$ cat src/design/uh2d_pkg.sv
`timescale 1ns / 1ps
`default_nettype none

package uh2d_pkg;

  localparam int MAX_BINS_PER_AXIS = 64;
  localparam int COUNT_WIDTH       = 32;

  localparam int AXIS_BITS = (MAX_BINS_PER_AXIS > 1) ? $clog2(MAX_BINS_PER_AXIS) : 1;
  localparam int BIN_W     = AXIS_BITS + 1;
  localparam int DEPTH     = MAX_BINS_PER_AXIS * MAX_BINS_PER_AXIS;
  localparam int ADDR_BITS = (DEPTH > 1) ? $clog2(DEPTH) : 1;
  // One quotient bit per step, plus a top bit that flags "beyond the last bin"
  localparam int DIV_STEPS = AXIS_BITS + 1;

  localparam int CFG_INDEX_W = 3;

  typedef enum logic [1:0] {
    OP_ADD   = 2'd0,
    OP_READ  = 2'd1,
    OP_CLEAR = 2'd2
  } op_t;

  localparam logic [CFG_INDEX_W-1:0] REG_AXIS1_MIN      = 3'd0;
  localparam logic [CFG_INDEX_W-1:0] REG_AXIS1_INTERVAL = 3'd1;
  localparam logic [CFG_INDEX_W-1:0] REG_AXIS1_BINS     = 3'd2;
  localparam logic [CFG_INDEX_W-1:0] REG_AXIS2_MIN      = 3'd3;
  localparam logic [CFG_INDEX_W-1:0] REG_AXIS2_INTERVAL = 3'd4;
  localparam logic [CFG_INDEX_W-1:0] REG_AXIS2_BINS     = 3'd5;

  // Controller to datapath
  typedef struct packed {
    logic load;       // capture a new transaction
    logic div_step;   // advance both dividers one bit
    logic idx_latch;  // latch the clamped bin indexes
    logic rmw;        // capture read data, write back the increment on add
    logic clr_step;   // zero one entry and advance the clear pointer
    logic out_load;   // move the result into the output register
  } cmd_t;

  // Datapath to controller
  typedef struct packed {
    logic clr_last;
    logic out_free;
  } status_t;

  // Map a configured bin count onto the usable range
  function automatic logic [BIN_W-1:0] bins_used(input logic [6:0] b);
    if (b == 7'd0) begin
      return BIN_W'(1);
    end
    if (int'(b) > MAX_BINS_PER_AXIS) begin
      return BIN_W'(MAX_BINS_PER_AXIS);
    end
    return BIN_W'(b);
  endfunction

  function automatic logic [ADDR_BITS-1:0] bin_addr(input logic [AXIS_BITS-1:0] row,
                                                    input logic [AXIS_BITS-1:0] col);
    return ADDR_BITS'(int'(row) * MAX_BINS_PER_AXIS + int'(col));
  endfunction

  // Saturate a stored count onto the 32 bit result field
  function automatic logic [31:0] count_out(input logic [COUNT_WIDTH-1:0] c);
    if (COUNT_WIDTH > 32 && (c >> 32) != '0) begin
      return 32'hFFFF_FFFF;
    end
    return 32'(c);
  endfunction

endpackage

`default_nettype wire

$ cat src/design/uh2d_ctrl.sv
`timescale 1ns / 1ps
`default_nettype none

module uh2d_ctrl
  import uh2d_pkg::*;
(
  input  wire logic       clk,
  input  wire logic       rst,
  input  wire logic       in_valid,
  input  wire logic [1:0] op,
  output logic            in_ready,
  input  wire status_t    status,
  output cmd_t            cmd
);

  typedef enum logic [2:0] {
    S_CLEAR,
    S_IDLE,
    S_DIVIDE,
    S_INDEX,
    S_READ,
    S_MODIFY,
    S_FINISH
  } state_t;

  localparam int STEP_W = (DIV_STEPS > 1) ? $clog2(DIV_STEPS) : 1;

  state_t            state;
  logic [STEP_W-1:0] step;
  logic              clr_pending;

  // Sequence one transaction at a time
  always_ff @(posedge clk) begin
    if (rst) begin
      state       <= S_CLEAR;
      step        <= '0;
      clr_pending <= 1'b0;
    end else begin
      unique case (state)
        S_CLEAR: begin
          if (status.clr_last) begin
            state       <= clr_pending ? S_FINISH : S_IDLE;
            clr_pending <= 1'b0;
          end
        end
        S_IDLE: begin
          if (in_valid) begin
            unique case (op)
              OP_ADD: begin
                state <= S_DIVIDE;
                step  <= '0;
              end
              OP_READ: begin
                state <= S_READ;
              end
              OP_CLEAR: begin
                state       <= S_CLEAR;
                clr_pending <= 1'b1;
              end
              default: begin
                state <= S_FINISH;
              end
            endcase
          end
        end
        S_DIVIDE: begin
          if (step == STEP_W'(DIV_STEPS - 1)) begin
            state <= S_INDEX;
          end else begin
            step <= step + STEP_W'(1);
          end
        end
        S_INDEX:  state <= S_READ;
        S_READ:   state <= S_MODIFY;
        S_MODIFY: state <= S_FINISH;
        S_FINISH: begin
          if (status.out_free) begin
            state <= S_IDLE;
          end
        end
        default: state <= S_IDLE;
      endcase
    end
  end

  // Decode commands from the current state
  always_comb begin
    in_ready      = (state == S_IDLE);
    cmd.load      = (state == S_IDLE) && in_valid;
    cmd.div_step  = (state == S_DIVIDE);
    cmd.idx_latch = (state == S_INDEX);
    cmd.rmw       = (state == S_MODIFY);
    cmd.clr_step  = (state == S_CLEAR);
    cmd.out_load  = (state == S_FINISH) && status.out_free;
  end

endmodule

`default_nettype wire

$ cat config.mk
export PLATFORM = sky130hd
export DESIGN_NAME = uh2d_ctrl
export DESIGN_NICKNAME = d
export VERILOG_FILES = /design/src/design/uh2d_pkg.sv /design/src/design/uh2d_ctrl.sv
export SDC_FILE = /design/constraint.sdc
export NUM_CORES = 1
export LEC_CHECK = 0
export ABC_AREA = 1
export ABC_CLOCK_PERIOD_IN_PS = 1100
export BUFFER_PORTS_ARGS = -buffer_cell sky130_fd_sc_hd__buf_4
export CORE_ASPECT_RATIO = 1.5
export CORE_UTILIZATION = 25
export DETAILED_ROUTE_END_ITERATION = 10
export SLEW_MARGIN = 20
export SYNTH_ARGS = -nofsm -noshare
export SYNTH_HDL_FRONTEND = slang
export SYNTH_SLANG_ARGS = --single-unit
$ cat constraint.sdc
create_clock -name clk -period 1.1 [get_ports clk]
set_input_delay 0.055 -clock clk [delete_from_list [all_inputs] [get_ports clk]]
set_output_delay 0.055 -clock clk [all_outputs]
set_load 0.01 [all_outputs]
# After elaboration in Yosys (flattened, before gate mapping)
# Cells that the tools add are included.
[totals] output_inout_bits=7 latchBits=0 ramBits=0 mem_bits_ro=0 memories=0 regBits=7
[classes] add_sub_neg=1 n_bitwise=0 n_eq_ne=16 div=0 n_lt_le_gt_ge=0 n_mux=15 n_shift=0 mul=0 reduce_logical=9
[op_table] op="3-bit two-way mux" n=8
[op_table] op="3-bit case mux with 7 select lines" n=1
[op_table] op="3-bit == test, second input constant" n=4
[op_table] op="4-bit AND reduction" n=3
[op_table] op="3-bit case mux with 3 select lines" n=1
[op_table] op="2-bit != test, second input constant" n=4
[op_table] op="3-bit by 2-bit == test with 1-bit output, second input constant" n=2
[op_table] op="2-bit by 1-bit != test with 1-bit output, second input constant" n=3
[op_table] op="3-bit case mux with 2 select lines" n=1
[op_table] op="2-bit nonzero test" n=2
[op_table] op="3-bit by 1-bit adder with 3-bit output, second input constant" n=1
[op_table] op="3-bit by 1-bit == test with 1-bit output, second input constant" n=1
[op_table] op="3-bit zero test" n=1
[op_table] op="1-bit two-way mux" n=3
[op_table] op="2-bit by 1-bit == test with 1-bit output, second input constant" n=1
[op_table] op="2-bit == test, second input constant" n=1
[op_table] op="1-bit logical AND" n=2
[op_table] op="2-bit zero test" n=1
[op_table] op="1-bit case mux with 2 select lines" n=1

# Depth between registers and ports, before layout
# Gate-level depths: netlist (run 1).
[logic_depth] ltp_word=4 mapped_depth=9 mapped_depth_nobuf=9

# Least setup slack after synthesis (run 1)
# No wires, ideal clock.
[synth_timing] path_type="reg2reg" from="reg state[1]" to="reg clr_pending" synth_period_minus_slack_ps=1116 stages_incl_launch_ff=6 path_buffers=1 arrival_ps=1005 setup_slack_ps=-16 t_required_ps=989 setup_ps=111 path_cell_list="dfxtp_1 clkbuf_8 nor3_1 nand2_1 nand2_1 nor2_1"
[synth_lines] element="from (decl)" line_no="uh2d_ctrl.sv:28" source="state_t state;"
[synth_lines] element="from (signal assigned)" line_no="uh2d_ctrl.sv:42" source="state <= clr_pending ? S_FINISH : S_IDLE;"
[synth_lines] element="to (signal assigned)" line_no="uh2d_ctrl.sv:37" source="clr_pending <= 1'b0;"
[synth_lines] element="to (signal assigned)" line_no="uh2d_ctrl.sv:43" source="clr_pending <= 1'b0;"
[synth_lines] element="to (signal assigned)" line_no="uh2d_ctrl.sv:58" source="clr_pending <= 1'b1;"
[synth_lines] element="to (decl)" line_no="uh2d_ctrl.sv:30" source="logic clr_pending;"

==> results.cfg, run 1 <==
[finish]
layout_common_cells = buf_4 (26), nand2_1 (11), buf_6 (10)
layout.nets = 142
utilization_pct = 48.8
multi_input_area_um2 = 510
diodes = 0
drive_above_1_share_pct = 62.5
final_common_cell = buf_4
seq_area_um2 = 154
fill_cells = 209
area_growth_pct = 82.2

[logic_synthesis]
ys_seq_elements = 7
synth_fp_nets = 103
synth_xor_area_share_pct = 1.46
syn_avg_cell_area_um2 = 6.65
synthSimpleGateAreaFrac_pct = 42.1
synth_area_leaders = dfxtp_1 (23%), ha_1 (13%), nand2_1 (11%), inv_1 (8.2%), nand3_1 (7.5%)
yosysWarnings = 0
netlist.area_leader.share_pct = 23.4
ys_types = 21
yosys.area.top_type = dfxtp_1
synthMuxAreaShare_pct = 0
synth_top_family_by_area = simple AND/OR/NAND/NOR gates
synthAdderAreaFrac_pct = 12.6
synth_seq_area_share_pct = 23.4
synth_area_um2 = 598
synth_cells = 90
synth-compound-area-share_pct = 7.53

[detailed_routing]
via_per_inst = 4.73
dr.pass1.iters = 5
wirelength_mm = 1.87
vias = 714
wl_per_cell_um = 12.4
drcViolationCount = 0
drt-initial-drc-count = 16
antenna_left = 0

[pwr]
peakVddDrop_mv = 0.902
p_leak_nw = 0.520
power_density_mw_per_mm2 = 2210

[clock_network]
cts_num_sinks = 7
htree_levels = 1
cts_buffers = 3
tritoncts = done
holdBufCountCts = 0
insertion_delay_ns = 0.26
cts_root_buf = clkbuf_4
clk_transition_reported_paths_ns = 0.06
clk_path_buf_depth = 2

[floorplan]
die_area_mm2 = 0.00260
start_util_pct = 26.8
rows = 21
core_region_area_mm2 = 0.00223
die_y_um = 61.9
io_pins = 14
die_x_um = 41.9

[min_path]
hold_class = primary input to flip-flop

[worst_setup_path]
cp.required_ns = 1.04
end_kind = primary output
cp-start-kind = flip-flop
crit_type = flip-flop to primary output
cp.arrival_ns = 1.19
crit_fanout = 5

[placement]
gp_congestion = 0.876
pre_cts_slack_ns = -0.252
portBuffers = 13
dpl.hpwl_mm = 1.28

[sta]
fin_skew_ns = 0.00651
fin_crit_sh_pct = 113
fin_ws_ns = -0.143
max_freq_mhz = 805
relSlewSlack_pct = 83.7
period_minus_slack_ns = 1.24
rsz0062_at_grt = true
drv_slew = 0
setup_viol = 14
worst_slew_pin_slew_ns = 0.243
hold_viol = 0

[outcome]
violations = setup timing
status = complete, but fails checks

[grt]
grt_usage_pct = 14.7
grt_pass1_wl_mm = 2.85
grt_pass1_vias = 702
grt_max_degree = 9
grt-ovfl-total = 0
antenna_found_initial = 0

[job]
maxCapViolations = 0
[flip-flops by register name, summed over array words and instances, names as in the netlist]
signal and cells:
state 3, step 3, clr_pending 1
[worst max-delay path, cell delays in order, from the launching register on]
cell and delay [ns]:
dfxtp_4 0.42, inv_4 0.07, buf_4 0.14, nor3_4 0.17, buf_6 0.12
[cell usage after synthesis]
cell and instances:
inv_2 1, nor3_1 3, xnor2_1 1, nand2_2 2, nor2_4 1, nand2_1 17, nand4_1 1, nor4_1 1
a21oi_1 6, dfxtp_1 7, nor2_1 12, nand3_2 1, or2_2 1, nand3_1 9, buf_6 1, clkbuf_8 1
nor2_2 2, ha_1 6, inv_1 13, o21ai_0 3, nand3_4 1
[cells by family (layout without fill, tap and decap cells)]
kind of cell	after synthesis	after routing
AND/OR/NAND/NOR	51	51
flip-flops	7	7
adder cells (fa/ha/maj)	6	6
AO/OA/AOI/OAI	9	9
XOR/XNOR	1	1
buffers and inverters	16	54
[where the power goes]
part	total (mW)	switching, mW	internal [mW]
sequential	0.520	0.167	0.353
combinational	1.64	0.796	0.845
clock	0.244	0.105	0.139
total	2.41	1.07	1.34
[layer usage]
metal | vias up | wire, um | track usage [%]
li1 | 363 | - | -
met1 | 316 | 614 | 12.3
met2 | 24 | 1070 | 29.9
met3 | 11 | 58 | 2.02
met4 | 0 | 130 | 13.4
met5 | - | 0 | 0
[worst paths after layout]
kind / from / cells past startpoint / endpoint / slack (ns)
worst max-delay path: state[2] / 4 / cmd[2] / -0.14
worst max register to register: state[2] / 6 / state[1] / -0.13
worst min register to register: step[1] / 2 / step[1] / 0.49
worst min-delay path: rst / 2 / state[2] / 0.007
[area by class of cell]
cell class,instances,share of cell area (%)
sequential,7,14.1
clock buffer,4,2.41
timing repair buffer,36,28.2
multi-input combinational,67,46.8
inverter,14,5.74
tap,23,2.64
[what timing repair did]
item / 4_1_cts / 5_1_grt
buffers inserted: 7 / 1
pin swaps: 10 / 10
endpoints found under the setup margin: 14 / 14
resized for setup: 44 / 16
[through the flow]
stage	setup TNS (ns)	total power, mW	area (um2)	cells	hold slack (ns)
2_1_floorplan	0	1.08	603	90	0.124
4_1_cts	-0.864	2.21	1030	150	0.000225
6_report	-1.16	2.41	1090	151	0.00710
5_1_grt	-1.84	2.58	1090	151	0.00498
3_3_place_gp	-1.18	1.53	817	139	0.271
3_5_place_dp	-1.25	1.53	817	139	0.274
No activity file was read; power rests on OpenSTA's default activity.
==> inputs of run 2 (changes only) <==
SETUP_SLACK_MARGIN = 0.2   (was not set)
==> run 2 against run 1 <==
- clock skew is 0.0027 ns higher
- critical path type unchanged
- global-route usage is 0.17 points higher
- critical path depth is 1 lower
- worst setup slack worse by 0.017 ns
- critical endpoint is now cmd[0]
- the run still ends with setup timing left
==> results.cfg, run 2 (synthesis gave the netlist of run 1 again) <==
[sta]
fin_skew_ns = 0.00923
rsz0062_at_grt = true
setup_viol = 13
relSlewSlack_pct = 85.0
worst_slew_pin_slew_ns = 0.224
max_freq_mhz = 794
whs_ns = 0.0620
hold_viol = 0
fin_ws_ns = -0.159
drv_slew = 0
period_minus_slack_ns = 1.26
fin_crit_sh_pct = 114

[detailed_routing]
dr.pass1.iters = 4
wl_per_cell_um = 13.2
via_per_inst = 4.87
antenna_left = 0
drcViolationCount = 0
drt-initial-drc-count = 11
vias = 721
wirelength_mm = 1.96

[clock_network]
tritoncts = done
htree_levels = 1
insertion_delay_ns = 0.26
clk_path_buf_depth = 2
cts_num_sinks = 7
cts_buffers = 3
clk_transition_reported_paths_ns = 0.06
cts_root_buf = clkbuf_4

[finish]
fill_cells = 199
area_growth_pct = 91.0
layout_common_cells = buf_4 (25), nand2_2 (8), nor2_1 (8)
final_common_cell = buf_4
reg.largest.list = state (3), step (3), clr_pending (1)
diodes = 0
drive_above_1_share_pct = 69.6
layout.nets = 139

[grt]
grt_pass1_vias = 698
grt_max_degree = 8
grt_pass1_wl_mm = 2.92
antenna_found_initial = 0
grt-ovfl-total = 0
grt_usage_pct = 14.9

[worst_setup_path]
crit_fanout = 7
rrSetupSlack_ns = -0.08
cp.arrival_ns = 1.20
cp.required_ns = 1.04
critPathSlowestCell = dfxtp_4
end_kind = primary output
crit_chain = buf_6, nor4_4, buf_4
cp-start-kind = flip-flop
crit_type = flip-flop to primary output
cpPeakStageDelay_ns = 0.39

[placement]
dpl.hpwl_mm = 1.19
gp_congestion = 0.830
pre_cts_slack_ns = -0.0903
portBuffers = 13

[floorplan]
start_util_pct = 26.8
rows = 21
die_y_um = 61.9
die_area_mm2 = 0.00260
io_pins = 14
die_x_um = 41.9
core_region_area_mm2 = 0.00223

[pwr]
p_leak_nw = 0.525
power_density_mw_per_mm2 = 2160
peakVddDrop_mv = 1.29

[outcome]
status = complete, but fails checks
violations = setup timing

[min_path]
hold_class = primary input to flip-flop

[job]
maxCapViolations = 0
run 2: repair_timing:
item / 4_1_cts / 5_1_grt
setup buffers: 6 / 3
hold buffers: 1 / 0
setup endpoints to repair: 14 / 14
hold endpoints to repair: 3 / 0
gates resized for setup: 37 / 29
pin swaps: 17 / 10
run 2: report_power, final:
| part | internal, mW | leakage, nW | switching (mW) |
|---|---|---|---|
| clock network | 0.139 | 0.0150 | 0.0991 |
| registers | 0.351 | 0.0605 | 0.146 |
| logic | 0.827 | 0.450 | 0.906 |
| total | 1.32 | 0.525 | 1.15 |
run 2: per-layer routing:
| layer | global-route usage [%] | vias up | wire length, um |
|---|---|---|---|
| li1 | - | 357 | - |
| met1 | 13.1 | 348 | 668 |
| met2 | 33.5 | 12 | 1220 |
| met3 | 1.73 | 4 | 44 |
| met4 | 5.53 | 0 | 25 |
| met5 | 0 | - | 0 |
run 2: metrics by stage:
step	cell area, um2	total power [mW]	std cells	util (%)	TNS (ns)
floorplan	624	1.13	90	-	0
detailed placement	801	1.50	134	35.9	-0.446
global placement	801	1.49	134	35.9	-0.256
CTS	1010	2.13	145	45.3	-0.654
global route	1140	2.65	148	51.1	-1.78
finish	1140	2.47	148	51.1	-0.978
run 2: path summary, 6_finish.rpt:
kind,from,end,depth (start not counted)
max,state[0],cmd[0],3
max reg2reg,state[2],step[0],6
min,status[1],clr_pending,4
min reg2reg,clr_pending,clr_pending,2
run 2: final cells by class:
cell class / instances / area (um2) / share of cell area, %
multi-input cells: 67 / 589 / 51.6
repair buffers: 33 / 277 / 24.2
flip-flops and latches: 7 / 156 / 13.7
inverters: 14 / 65.1 / 5.70
well taps: 23 / 28.8 / 2.52
clock buffers: 4 / 26.3 / 2.30
run 2: worst max-delay path: cells and delay by family (launching register included):
kind          cells  cell delay [ns]
simple gates      1             0.26
flops             1             0.39
buf+inv           2             0.30
==> inputs of run 3 (changes only) <==
CORE_ASPECT_RATIO = not set   (was 1.5)
CORE_UTILIZATION = 45   (was 25)
PLACE_DENSITY = 0.71   (was not set)
==> run 3 against run 2 <==
- the run still ends with setup timing left
- clock power is 6% higher
- register-to-register slack worse by 0.03 ns
- critical endpoint is now in_ready
- global-route usage is 12 points higher
==> results.cfg, run 3 (synthesis gave the netlist of run 1 again) <==
[pwr]
peakVddDrop_mv = 1.37
seq_power_share_pct = 20.2
power_density_mw_per_mm2 = 2280
p_clk_share_pct = 10.4
combPwrFrac_pct = 69.4
internal_power_mw = 1.26
p_switching_mw = 1.16
switching_share_pct = 47.9
p_leak_nw = 0.525

[sta]
fin_skew_ns = 0.00281
hold_viol = 0
fin_ws_ns = -0.140
period_minus_slack_ns = 1.24
worst_slew_pin_slew_ns = 0.222
max_freq_mhz = 806
rsz0062_at_grt = true
drv_slew = 0
setup_viol = 14
relSlewSlack_pct = 85.1
fin_crit_sh_pct = 113

[detailed_routing]
dr.pass1.iters = 4
wl_per_cell_um = 16.3
route.met3.wl_um = 134
wirelength_mm = 2.24
vias = 748
drt-initial-drc-count = 39
wl_met1_um = 987
drcViolationCount = 0
antenna_left = 0
highest_layer = met4
wl_met2_mm = 1.06
via_per_inst = 5.46

[floorplan]
start_util_pct = 51.1
io_pins = 14
die_y_um = 38.5
die_area_mm2 = 0.00148
die_x_um = 38.5
core_region_area_mm2 = 0.00117
rows = 12

[worst_setup_path]
cpPeakStageDelay_ns = 0.40
r2r_cells = 7
cp.arrival_ns = 1.19
crit_chain = buf_6, nand2_4, nor2_4, buf_4, buf_6
cp_top_family = flip-flops
r2r-end = state[0]
critical_path_buf_inv_count = 3
cpMostUsedCell = buf_6
r2r_start = state[0]
cp-start-kind = flip-flop
crit_cells = 5
crit_fanout = 5
crit_type = flip-flop to primary output
cp.required_ns = 1.04
end_kind = primary output
rrSetupSlack_ns = -0.11
critPathSlowestCell = dfxtp_4

[min_path]
worstHoldStart = status[1]
whs_path_depth = 4
hold-path-endpoint = clr_pending
hold_class = primary input to flip-flop

[clock_network]
cts_buffers = 3
cts_num_sinks = 7
clk_transition_reported_paths_ns = 0.06
htree_levels = 1
tritoncts = done
clk_path_buf_depth = 2
cts_root_buf = clkbuf_4
insertion_delay_ns = 0.26

[finish]
area_growth_pct = 78.0
finalNonFillerCells = 137
layout_common_cells = buf_4 (21), inv_1 (10), nand2_1 (9)
reg.largest.list = state (3), step (3), clr_pending (1)
drive_above_1_share_pct = 61.8
diodes = 0
stdcell_area_mm2 = 0.00106
utilization_pct = 90.9
layout.nets = 137
final_common_cell = buf_4

[placement]
dp_cells = 123
dpl_cell_area_um2 = 774
pre_cts_slack_ns = -0.0857
gp_congestion = 0.876
portBuffers = 13
dpl.hpwl_mm = 1.07

[job]
maxCapViolations = 0

[outcome]
status = complete, but fails checks
violations = setup timing

[grt]
antenna_found_initial = 0
grt_pass1_vias = 577
grt_usage_pct = 26.7
grt-ovfl-total = 0
grt_pass1_wl_mm = 2.62
grt_max_degree = 8
[run 3: changes by cell type in the layout (fill, tap and decap cells not counted), moves of 2 or more]
cell / delta
nand2_1: +3
a21oi_1: +2
inv_1: +3
a21oi_2: -2
nand2_2: -4
nand3_1: +2
buf_4: -4
[run 3: layer usage]
layer / global-route usage, % / vias up
met1: 34.2 / 348
met3: 5.81 / 10
met2: 44.5 / 32
li1: - / 358
met5: 0 / -
met4: 7.76 / 0
[run 3: worst min-delay path: stages]
cell,delay [ns]
buf_4,0.09
nand2_1,0.06
nand2_1,0.06
nor2_1,0.05
[run 3: worst max path at each step]
| stage | start | slack [ns] | endpoint |
|---|---|---|---|
| after detailed placement | step[0] | -0.09 | step[1] |
| after global routing | state[1] | -0.17 | cmd[0] |
| after floorplan | state[0] | 0.03 | step[0] |
| final | state[0] | -0.14 | in_ready |
| after CTS | state[0] | -0.1 | cmd[2] |
| after global placement | state[2] | -0.05 | step[0] |
[run 3: power by group through the flow]
stage / logic [mW] / clock network, mW / registers (mW)
after floorplan: 0.720 / 0 / 0.412
after global placement: 1.01 / 0 / 0.441
after detailed placement: 1.03 / 0 / 0.443
after CTS: 1.27 / 0.252 / 0.474
after global routing: 1.76 / 0.266 / 0.495
final: 1.68 / 0.253 / 0.488
[run 3: layout make-up]
class,count,area [um2]
Clock buffer,4,26.3
Fill cell,53,106
Inverter,14,55.1
Multi-Input combinational cell,67,539
Sequential cell,7,154
Tap cell,14,17.5
Timing Repair Buffer,31,273
[run 3: repair_timing]
| item | CTS | global route |
|---|---|---|
| setup buffers | 6 | 3 |
| hold buffers | 1 | 0 |
| pin swaps | 8 | 12 |
| hold endpoints to repair | 4 | 0 |
| setup endpoints to repair | 14 | 14 |
| gates resized for setup | 27 | 26 |
[run 3: per-stage QoR]
stage / hold WS (ns) / power [mW] / TNS (ns)
floorplan: 0.117 / 1.13 / 0
global placement: 0.261 / 1.45 / -0.175
detailed placement: 0.261 / 1.47 / -0.404
CTS: 0.0775 / 2.00 / -0.683
global route: 0.101 / 2.53 / -1.89
finish: 0.0978 / 2.42 / -1.31
